==> src/rtl/mcw_pkg.sv <==
// Shared types and codes for the motor command watchdog.
// Holds the request/response word structs, the stage word struct and the code constants.
// No dependencies.
package mcw_pkg;

   // Request opcodes
   localparam logic [1:0] OP_TICK = 2'd0;
   localparam logic [1:0] OP_POS  = 2'd1;
   localparam logic [1:0] OP_VEL  = 2'd2;
   localparam logic [1:0] OP_TRQ  = 2'd3;

   // Control mode codes carried in the response word
   localparam logic [2:0] MODE_STOP = 3'd0;
   localparam logic [2:0] MODE_POS  = 3'd1;
   localparam logic [2:0] MODE_VEL  = 3'd2;
   localparam logic [2:0] MODE_TRQ  = 3'd3;
   localparam logic [2:0] MODE_DAMP = 3'd4;

   // Register indexes
   localparam logic [2:0] CSR_KP_GAIN   = 3'd0;
   localparam logic [2:0] CSR_KD_GAIN   = 3'd1;
   localparam logic [2:0] CSR_MOTOR_ID  = 3'd2;
   localparam logic [2:0] CSR_TIMEOUT   = 3'd3;
   localparam logic [2:0] CSR_GEAR      = 3'd4;
   localparam logic [2:0] CSR_INV_GEAR  = 3'd5;

   // Register reset values
   localparam logic [15:0] KP_GAIN_RST   = 16'd2560;
   localparam logic [15:0] KD_GAIN_RST   = 16'd256;
   localparam logic [3:0]  MOTOR_ID_RST  = 4'd0;
   localparam logic [15:0] TIMEOUT_RST   = 16'd100;
   localparam logic [15:0] GEAR_RST      = 16'd1620;
   localparam logic [15:0] INV_GEAR_RST  = 16'd10353;

   localparam int          AGE_W   = 17;
   localparam logic [AGE_W-1:0] AGE_MAX = {AGE_W{1'b1}};

   typedef struct packed {
      logic [1:0]         opcode;
      logic signed [31:0] value;
   } req_type;

   typedef struct packed {
      logic signed [31:0] q_cmd;
      logic signed [31:0] dq_cmd;
      logic signed [31:0] tau_cmd;
      logic [15:0]        kp_cmd;
      logic [15:0]        kd_cmd;
      logic [3:0]         motor_id_out;
      logic [2:0]         control_mode;
   } rsp_type;

   // Word between mode select and scaling: targets already gated to zero when inactive
   typedef struct packed {
      logic signed [31:0] pos;
      logic signed [31:0] vel;
      logic signed [31:0] trq;
      logic [15:0]        kp;
      logic [15:0]        kd;
      logic [3:0]         motor_id;
      logic [2:0]         mode;
   } sel_type;

endpackage

==> src/rtl/mcw_scale.sv <==
// Gear scaling of the selected targets into a motor command word.
// Three independent signed-by-unsigned multiplies, floor shift, and 32-bit saturation of position and velocity.
// Depends on mcw_pkg.
module mcw_scale
   import mcw_pkg::*;
(
   input  sel_type     sel,
   input  logic [15:0] gear_ratio_q8,
   input  logic [15:0] inv_gear_ratio_q16,
   output rsp_type     cmd
);

   logic signed [48:0] pos_prod;
   logic signed [48:0] vel_prod;
   logic signed [48:0] trq_prod;

   // Clamp the product of a Q16.16 value and a Q8.8 ratio, shifted by 8, to the signed 32-bit range
   function automatic logic [31:0] sat_q8(input logic signed [48:0] p);
      logic [40:0] sh;
      logic [31:0] r;
      sh = p[48:8];
      if (sh[40:31] == {10{1'b0}} || sh[40:31] == {10{1'b1}}) begin
         r = sh[31:0];
      end else if (p[48]) begin
         r = 32'h8000_0000;
      end else begin
         r = 32'h7FFF_FFFF;
      end
      return r;
   endfunction

   assign pos_prod = sel.pos * $signed({1'b0, gear_ratio_q8});
   assign vel_prod = sel.vel * $signed({1'b0, gear_ratio_q8});
   assign trq_prod = sel.trq * $signed({1'b0, inv_gear_ratio_q16});

   // Torque shift by 16 always fits in 32 bits
   always_comb begin
      cmd.q_cmd        = sat_q8(pos_prod);
      cmd.dq_cmd       = sat_q8(vel_prod);
      cmd.tau_cmd      = trq_prod[47:16];
      cmd.kp_cmd       = sel.kp;
      cmd.kd_cmd       = sel.kd;
      cmd.motor_id_out = sel.motor_id;
      cmd.control_mode = sel.mode;
   end

endmodule

==> src/rtl/motor_command_watchdog_mode_select.sv <==
// Motor command watchdog with control mode select: top level.
// Holds targets, ages, stop latch, registers and the two pipeline stages.
// Depends on mcw_pkg and mcw_scale.
//
// Usage:
//   req channel: a word carries an opcode and a Q16.16 value. Position, velocity
//   and torque opcodes store a target, restart its age and clear the stop latch;
//   they give no response. A tick opcode gives one command frame on rsp.
//   rsp channel: one frame per tick, in order.
//   csr port: plain write port, taken whenever csr_wr_en is high; write only
//   while no tick is in flight.
// Order: a tick's mode select is stored in the select register, then its
//   scaled frame in the output register, which drives rsp.
// Throughput: one word per cycle while req_stall is low, any mix of opcodes; set
//   by the two register stages, each holding one word.
// Reset: synchronous, active high. Registers take their defaults, targets clear,
//   ages go to all ones (never received) and the pipeline empties.
// Stall: when rsp_stall holds the output register full, the select stage holds
//   and then req_stall rises; no word is lost or repeated.
module motor_command_watchdog_mode_select
   import mcw_pkg::*;
(
   input  logic        clock,
   input  logic        reset,
   input  logic        req_valid,
   output logic        req_stall,
   input  req_type     req_data,
   output logic        rsp_valid,
   input  logic        rsp_stall,
   output rsp_type     rsp_data,
   input  logic        csr_wr_en,
   input  logic [2:0]  csr_index,
   input  logic [15:0] csr_wdata
);

   // Configuration registers
   logic [15:0] kp_gain_ff;
   logic [15:0] kd_gain_ff;
   logic [3:0]  motor_id_ff;
   logic [15:0] timeout_ff;
   logic [15:0] gear_ff;
   logic [15:0] inv_gear_ff;

   // Watchdog state
   logic signed [31:0] tgt_pos_ff, tgt_vel_ff, tgt_trq_ff;
   logic [AGE_W-1:0]   age_pos_ff, age_vel_ff, age_trq_ff;
   logic               latch_ff;

   // Pipeline
   logic    sel_valid_ff;
   sel_type sel_ff;
   sel_type sel_in;
   logic    rsp_valid_ff;
   rsp_type rsp_ff;
   rsp_type cmd;

   logic out_free;
   logic sel_move;
   logic req_take;
   logic tick_take;
   logic pos_on, vel_on, trq_on;
   logic latch_in;

   // Handshake
   assign out_free  = !rsp_valid_ff || !rsp_stall;
   assign sel_move  = sel_valid_ff && out_free;
   assign req_stall = sel_valid_ff && !out_free;
   assign req_take  = req_valid && !req_stall;
   assign tick_take = req_take && (req_data.opcode == OP_TICK);

   // Configuration writes
   always_ff @(posedge clock) begin
      if (reset) begin
         kp_gain_ff  <= KP_GAIN_RST;
         kd_gain_ff  <= KD_GAIN_RST;
         motor_id_ff <= MOTOR_ID_RST;
         timeout_ff  <= TIMEOUT_RST;
         gear_ff     <= GEAR_RST;
         inv_gear_ff <= INV_GEAR_RST;
      end else if (csr_wr_en) begin
         unique case (csr_index)
            CSR_KP_GAIN:  kp_gain_ff  <= csr_wdata;
            CSR_KD_GAIN:  kd_gain_ff  <= csr_wdata;
            CSR_MOTOR_ID: motor_id_ff <= csr_wdata[3:0];
            CSR_TIMEOUT:  timeout_ff  <= csr_wdata;
            CSR_GEAR:     gear_ff     <= csr_wdata;
            CSR_INV_GEAR: inv_gear_ff <= csr_wdata;
            default: ;
         endcase
      end
   end

   // Activity of each target against the timeout
   assign pos_on   = age_pos_ff <= {1'b0, timeout_ff};
   assign vel_on   = age_vel_ff <= {1'b0, timeout_ff};
   assign trq_on   = age_trq_ff <= {1'b0, timeout_ff};
   assign latch_in = latch_ff || (!pos_on && !vel_on && !trq_on);

   // Mode select for a tick; inactive targets gated to zero
   always_comb begin
      sel_in          = '0;
      sel_in.motor_id = motor_id_ff;
      if (latch_in) begin
         sel_in.mode = MODE_STOP;
      end else begin
         sel_in.pos = pos_on ? tgt_pos_ff : 32'sd0;
         sel_in.vel = vel_on ? tgt_vel_ff : 32'sd0;
         sel_in.trq = trq_on ? tgt_trq_ff : 32'sd0;
         priority if (pos_on) begin
            sel_in.mode = MODE_POS;
            sel_in.kp   = kp_gain_ff;
            sel_in.kd   = kd_gain_ff;
         end else if (vel_on) begin
            sel_in.mode = MODE_VEL;
            sel_in.kd   = kd_gain_ff;
         end else if (trq_on) begin
            sel_in.mode = MODE_TRQ;
         end else begin
            sel_in.mode = MODE_DAMP;
            sel_in.kd   = kd_gain_ff;
         end
      end
   end

   // Saturating age step
   function automatic logic [AGE_W-1:0] age_step(input logic [AGE_W-1:0] a);
      return (a == AGE_MAX) ? AGE_MAX : a + 1'b1;
   endfunction

   // Target, age and latch update per accepted word
   always_ff @(posedge clock) begin
      if (reset) begin
         tgt_pos_ff <= '0;
         tgt_vel_ff <= '0;
         tgt_trq_ff <= '0;
         age_pos_ff <= AGE_MAX;
         age_vel_ff <= AGE_MAX;
         age_trq_ff <= AGE_MAX;
         latch_ff   <= 1'b0;
      end else if (req_take) begin
         unique case (req_data.opcode)
            OP_TICK: begin
               latch_ff   <= latch_in;
               age_pos_ff <= age_step(age_pos_ff);
               age_vel_ff <= age_step(age_vel_ff);
               age_trq_ff <= age_step(age_trq_ff);
            end
            OP_POS: begin
               tgt_pos_ff <= req_data.value;
               age_pos_ff <= '0;
               latch_ff   <= 1'b0;
            end
            OP_VEL: begin
               tgt_vel_ff <= req_data.value;
               age_vel_ff <= '0;
               latch_ff   <= 1'b0;
            end
            OP_TRQ: begin
               tgt_trq_ff <= req_data.value;
               age_trq_ff <= '0;
               latch_ff   <= 1'b0;
            end
            default: ;
         endcase
      end
   end

   // Select stage register
   always_ff @(posedge clock) begin
      if (reset) begin
         sel_valid_ff <= 1'b0;
      end else if (tick_take) begin
         sel_valid_ff <= 1'b1;
      end else if (sel_move) begin
         sel_valid_ff <= 1'b0;
      end
   end

   always_ff @(posedge clock) begin
      if (tick_take) begin
         sel_ff <= sel_in;
      end
   end

   mcw_scale u_scale (
      .sel                (sel_ff),
      .gear_ratio_q8      (gear_ff),
      .inv_gear_ratio_q16 (inv_gear_ff),
      .cmd                (cmd)
   );

   // Output register
   always_ff @(posedge clock) begin
      if (reset) begin
         rsp_valid_ff <= 1'b0;
      end else if (out_free) begin
         rsp_valid_ff <= sel_valid_ff;
      end
   end

   always_ff @(posedge clock) begin
      if (sel_move) begin
         rsp_ff <= cmd;
      end
   end

   assign rsp_valid = rsp_valid_ff;
   assign rsp_data  = rsp_ff;

endmodule
==> config.mk <==
export PLATFORM = sky130hd
export DESIGN_NAME = motor_command_watchdog_mode_select
export DESIGN_NICKNAME = d
export VERILOG_FILES = /design/src/rtl/mcw_pkg.sv /design/src/rtl/mcw_scale.sv /design/src/rtl/motor_command_watchdog_mode_select.sv
export SDC_FILE = /design/constraint.sdc
export NUM_CORES = 2
export LEC_CHECK = 0
export ABC_AREA = 0
export BUFFER_PORTS_ARGS = -buffer_cell sky130_fd_sc_hd__buf_2
export CORE_MARGIN = 10
export CORE_UTILIZATION = 60
export DETAILED_ROUTE_END_ITERATION = 8
export PLACE_DENSITY_LB_ADDON = 0.08
export SYNTH_ARGS = -nofsm -noshare
export SYNTH_HDL_FRONTEND = slang
export SYNTH_HIERARCHICAL = 1
export SYNTH_SLANG_ARGS = --single-unit
==> constraint.sdc <==
create_clock -name clock -period 15.8 [get_ports clock]
set_input_delay 4.74 -clock clock [delete_from_list [all_inputs] [get_ports clock]]
set_output_delay 4.74 -clock clock [all_outputs]
set_load 0.01 [all_outputs]
==> key figures <==
Run status
  – Status: finished, final reports clean

Clock network
  – Clock root buffer: clkbuf_16
  – TritonCTS clock tree: done
  – CTS Buf Count: between 50 and 60
  – Post-CTS Repair Setup Buffers: 0
  – Clock latency on the worst-skew pair: approximately 730 ps
  – Post_cts resized: 0
  – CTS clock-pin slew for the worst setup and hold paths: around 70 ps
  – Htree depth: 2
  – Post-CTS Hold Fix Bufs: 0
  – Clock buffer depth: 3
  – Clock sinks: 504

Synth
  – Seq cells post-synth: 504
  – Ys flop type: edfxtp_1
  – Distinct cells, synth: a little under 100
  – Cell area after synthesis: approximately 74,000 um2
  – Syn nets: roughly 9.9k
  – Post-Synthesis Cells: between 7k and 8k
  – Cell taking the most area after synthesis: fa_1
  – EDFF count, synth: 270
  – Asr flop ratio synth: 0%
  – Yosys top cell area share: 39.6%
  – Sequential element share of the synthesized area: ~17%
  – Synth Warn #: 6
  – Ranking of synthesized cells by area: fa_1, edfxtp_1, inv_1, nand2_1, ha_1
  – Syn Area/Cell: 9.27 um2

Final layout
  – Most frequent cells in the layout: inv_1, fa_1, nand2_1
  – Register area: 12,800 um2
  – Layout area overhead: 5.11%
  – Nets: approximately 10k
  – Multi-input gate area: about 53,000 um2
  – Share of layout cells above drive strength 1: under 10%
  – Commonest non-fill, non-tap cell in the layout: inv_1
  – Fillcell total: 10.3k

Floorplan
  – Die area: 137,000 um2
  – Die width: 370 um
  – I/O pin cnt: between 150 and 200
  – Die height: roughly 370 um
  – Core area: between 100,000 and 150,000 um2
  – Row count: about 130
  – Initial core utilization: around three fifths

Placed design
  – IO buf count: between 150 and 200
  – GPL Wtd Cong: 0.867
  – Place WS: between 5000 and 6000 ps
  – Post-DP HPWL: about 140,000 um

Worst setup path
  – CP Buf/Inv Count: 3
  – Launching point of the worst reg2reg path: gear_ff[4]
  – R2R Path End: rsp_data[71]
  – Worst path max stage delay: around 250 ps
  – Reg-to-reg slack, setup: approximately 6700 ps
  – CP Launch Type: input port
  – WP data arrival: 5540 ps
  – Required time worst endpoint: 11,060 ps
  – R2R depth: 21
  – CP startpoint: rsp_stall
  – Crit-path leading delay family: buffers and inverters
  – Slowest CP cell: nand3_2
  – CP Class: input port to output port
  – Cell mode on critical path: buf_2
  – CP Max Fanout: 10
  – Critical Path End Type: output port
  – Crit-path cells: buf_2 -> nand3_2 -> inv_2 -> buf_2

STA
  – Worst Tran Pin Value: 1290 ps
  – Final Max Tran Viols: 0
  – Final-report setup violation count: 0
  – Unrepaired setup endpoints after global routing: no
  – Sum Neg Setup Slack: 0 ps
  – Worst Setup Slack, final: approximately 5500 ps
  – Crit share post-route: 65.0%
  – Clock skew: 77.3 ps
  – Max-slew headroom: around 12%
  – Post-route minimum period: slightly above 10,000 ps
  – Fin. Hold Viols: 0
  – Achievable Freq: 97.3 MHz

Power and ir drop
  – Sequential Power Share: 21.6%
  – Clk network pwr share: between 10% and 20%
  – Tot Pwr: between 8 and 9 mW
  – Internal power: ~4.6 mW
  – Combinational power share: between 60% and 70%
  – Worst VDD drop: between 0.2 and 0.25 mV
  – Switching share of power: between 40% and 50%
  – LEAKAGE: 37.0 nW
  – Net switching power: between 3 and 4 mW
  – Pwr dens: approximately 110 nW/um2

Detailed routing
  – 1st-iter DRT viols: around 3.5k
  – DRC errors left: 0
  – Routed WL: ~190,000 um
  – Detail Route Antenna Nets: 0
  – Drt pass-1 iters: 8
  – DR vias: about 53k
  – Vias/cell: between 5 and 6
  – WL per Instance: about 20 um

Global route
  – Initial antenna violation count: 36
  – Tot GR Track Use: between 20 and 30%
  – Vias in the first global route: roughly 56k
  – Pin count of the biggest net entering global routing: 96
  – First-pass GRT wire length: about 310,000 um
  – Remaining global-route overflow: 0

Worst hold path
  – HP Class: flip-flop to flip-flop
  – Min-Delay Path Depth: 0
  – Worst Hold Launch: sel_ff[26]
  – Hold Crit Endpoint: rsp_data[26]

Job
  – Max cap viols: 0
[state kept, by name, indices dropped and copies added (netlist names)]
signal	cells
rsp_data	135
sel_ff	135
tgt_pos_ff	32
tgt_trq_ff	32
tgt_vel_ff	32
age_pos_ff	17
age_trq_ff	17
age_vel_ff	17
gear_ff	16
inv_gear_ff	16
kd_gain_ff	16
kp_gain_ff	16
timeout_ff	16
motor_id_ff	4
latch_ff	1
rsp_valid	1
sel_valid_ff	1
[through the flow]
step	hold slack [ps]	instance area (um2)	utilization [%]	instances
after floorplan	408	73700	-	7944
after global placement	403	75300	61.8	9392
after detailed placement	407	75300	61.8	9392
after CTS	406	77400	63.5	9502
after global routing	415	77400	63.5	9508
final	407	77400	63.5	9517
[power by group through the flow]
stage	logic, mW	registers, mW	clock network, mW
6_report	4.94	1.76	1.44
5_1_grt	5.62	1.77	1.51
4_1_cts	4.97	1.76	1.46
3_5_place_dp	4.91	1.79	0
3_3_place_gp	4.81	1.78	0
2_1_floorplan	3.80	1.78	0
[how the worst max path moves through the flow]
| stage | cells after the start | endpoint |
|---|---|---|
| final | 4 | req_stall |
| after global routing | 4 | req_stall |
| after CTS | 4 | req_stall |
| after detailed placement | 4 | req_stall |
| after global placement | 4 | req_stall |
| after floorplan | 1 | rsp_data[0] |
[Yosys cell counts, types with 41 or more instances]
master / n
dfxtp_1: 234
a21o_1: 54
and2_1: 684
nand2_1: 1358
xor2_1: 47
inv_1: 1720
and3_1: 72
a21oi_1: 304
edfxtp_1: 270
buf_4: 44
fa_1: 1456
xnor2_1: 82
nand3_1: 57
ha_1: 398
clkbuf_1: 360
o21ai_0: 105
nor2_1: 109
nor3_1: 41
[cells by family (layout without fill, tap and decap cells)]
family                     after synthesis  after routing  share of synthesized area, %
DFF                                    504            504                          17.4
other                                    1             16                       0.00509
and+or+nand+nor                       2506           2506                          16.4
AOI/OAI and AO/OA                      791            791                          6.99
muxes                                    6              6                        0.0815
adders and majority gates             1854           1854                          46.3
buffers and inverters                 2153           2086                          11.3
xor gates and xnor gates               129            129                          1.53
[routing by layer]
layer / part of all wire [%] / vias up / routed length, um / GRT usage (%)
met3: 7.9 / 384 / 14900 / 5.97
li1: - / 23789 / - / -
met1: 41 / 27078 / 77500 / 37.1
met4: 3.1 / 36 / 5890 / 8.33
met5: 0.12 / - / 232 / 0
met2: 48 / 1735 / 90000 / 46.1
[area by class of cell]
| cell class | instances | area share [%] |
|---|---|---|
| antenna | 15 | 0.0485 |
| multi-input combinational | 5287 | 67.9 |
| tap | 1625 | 2.63 |
| timing repair buffer | 253 | 1.83 |
| inverter | 1723 | 8.36 |
| clock inverter | 30 | 0.446 |
| sequential | 504 | 16.6 |
| clock buffer | 80 | 2.18 |
Power figures use the tool's default switching activity.
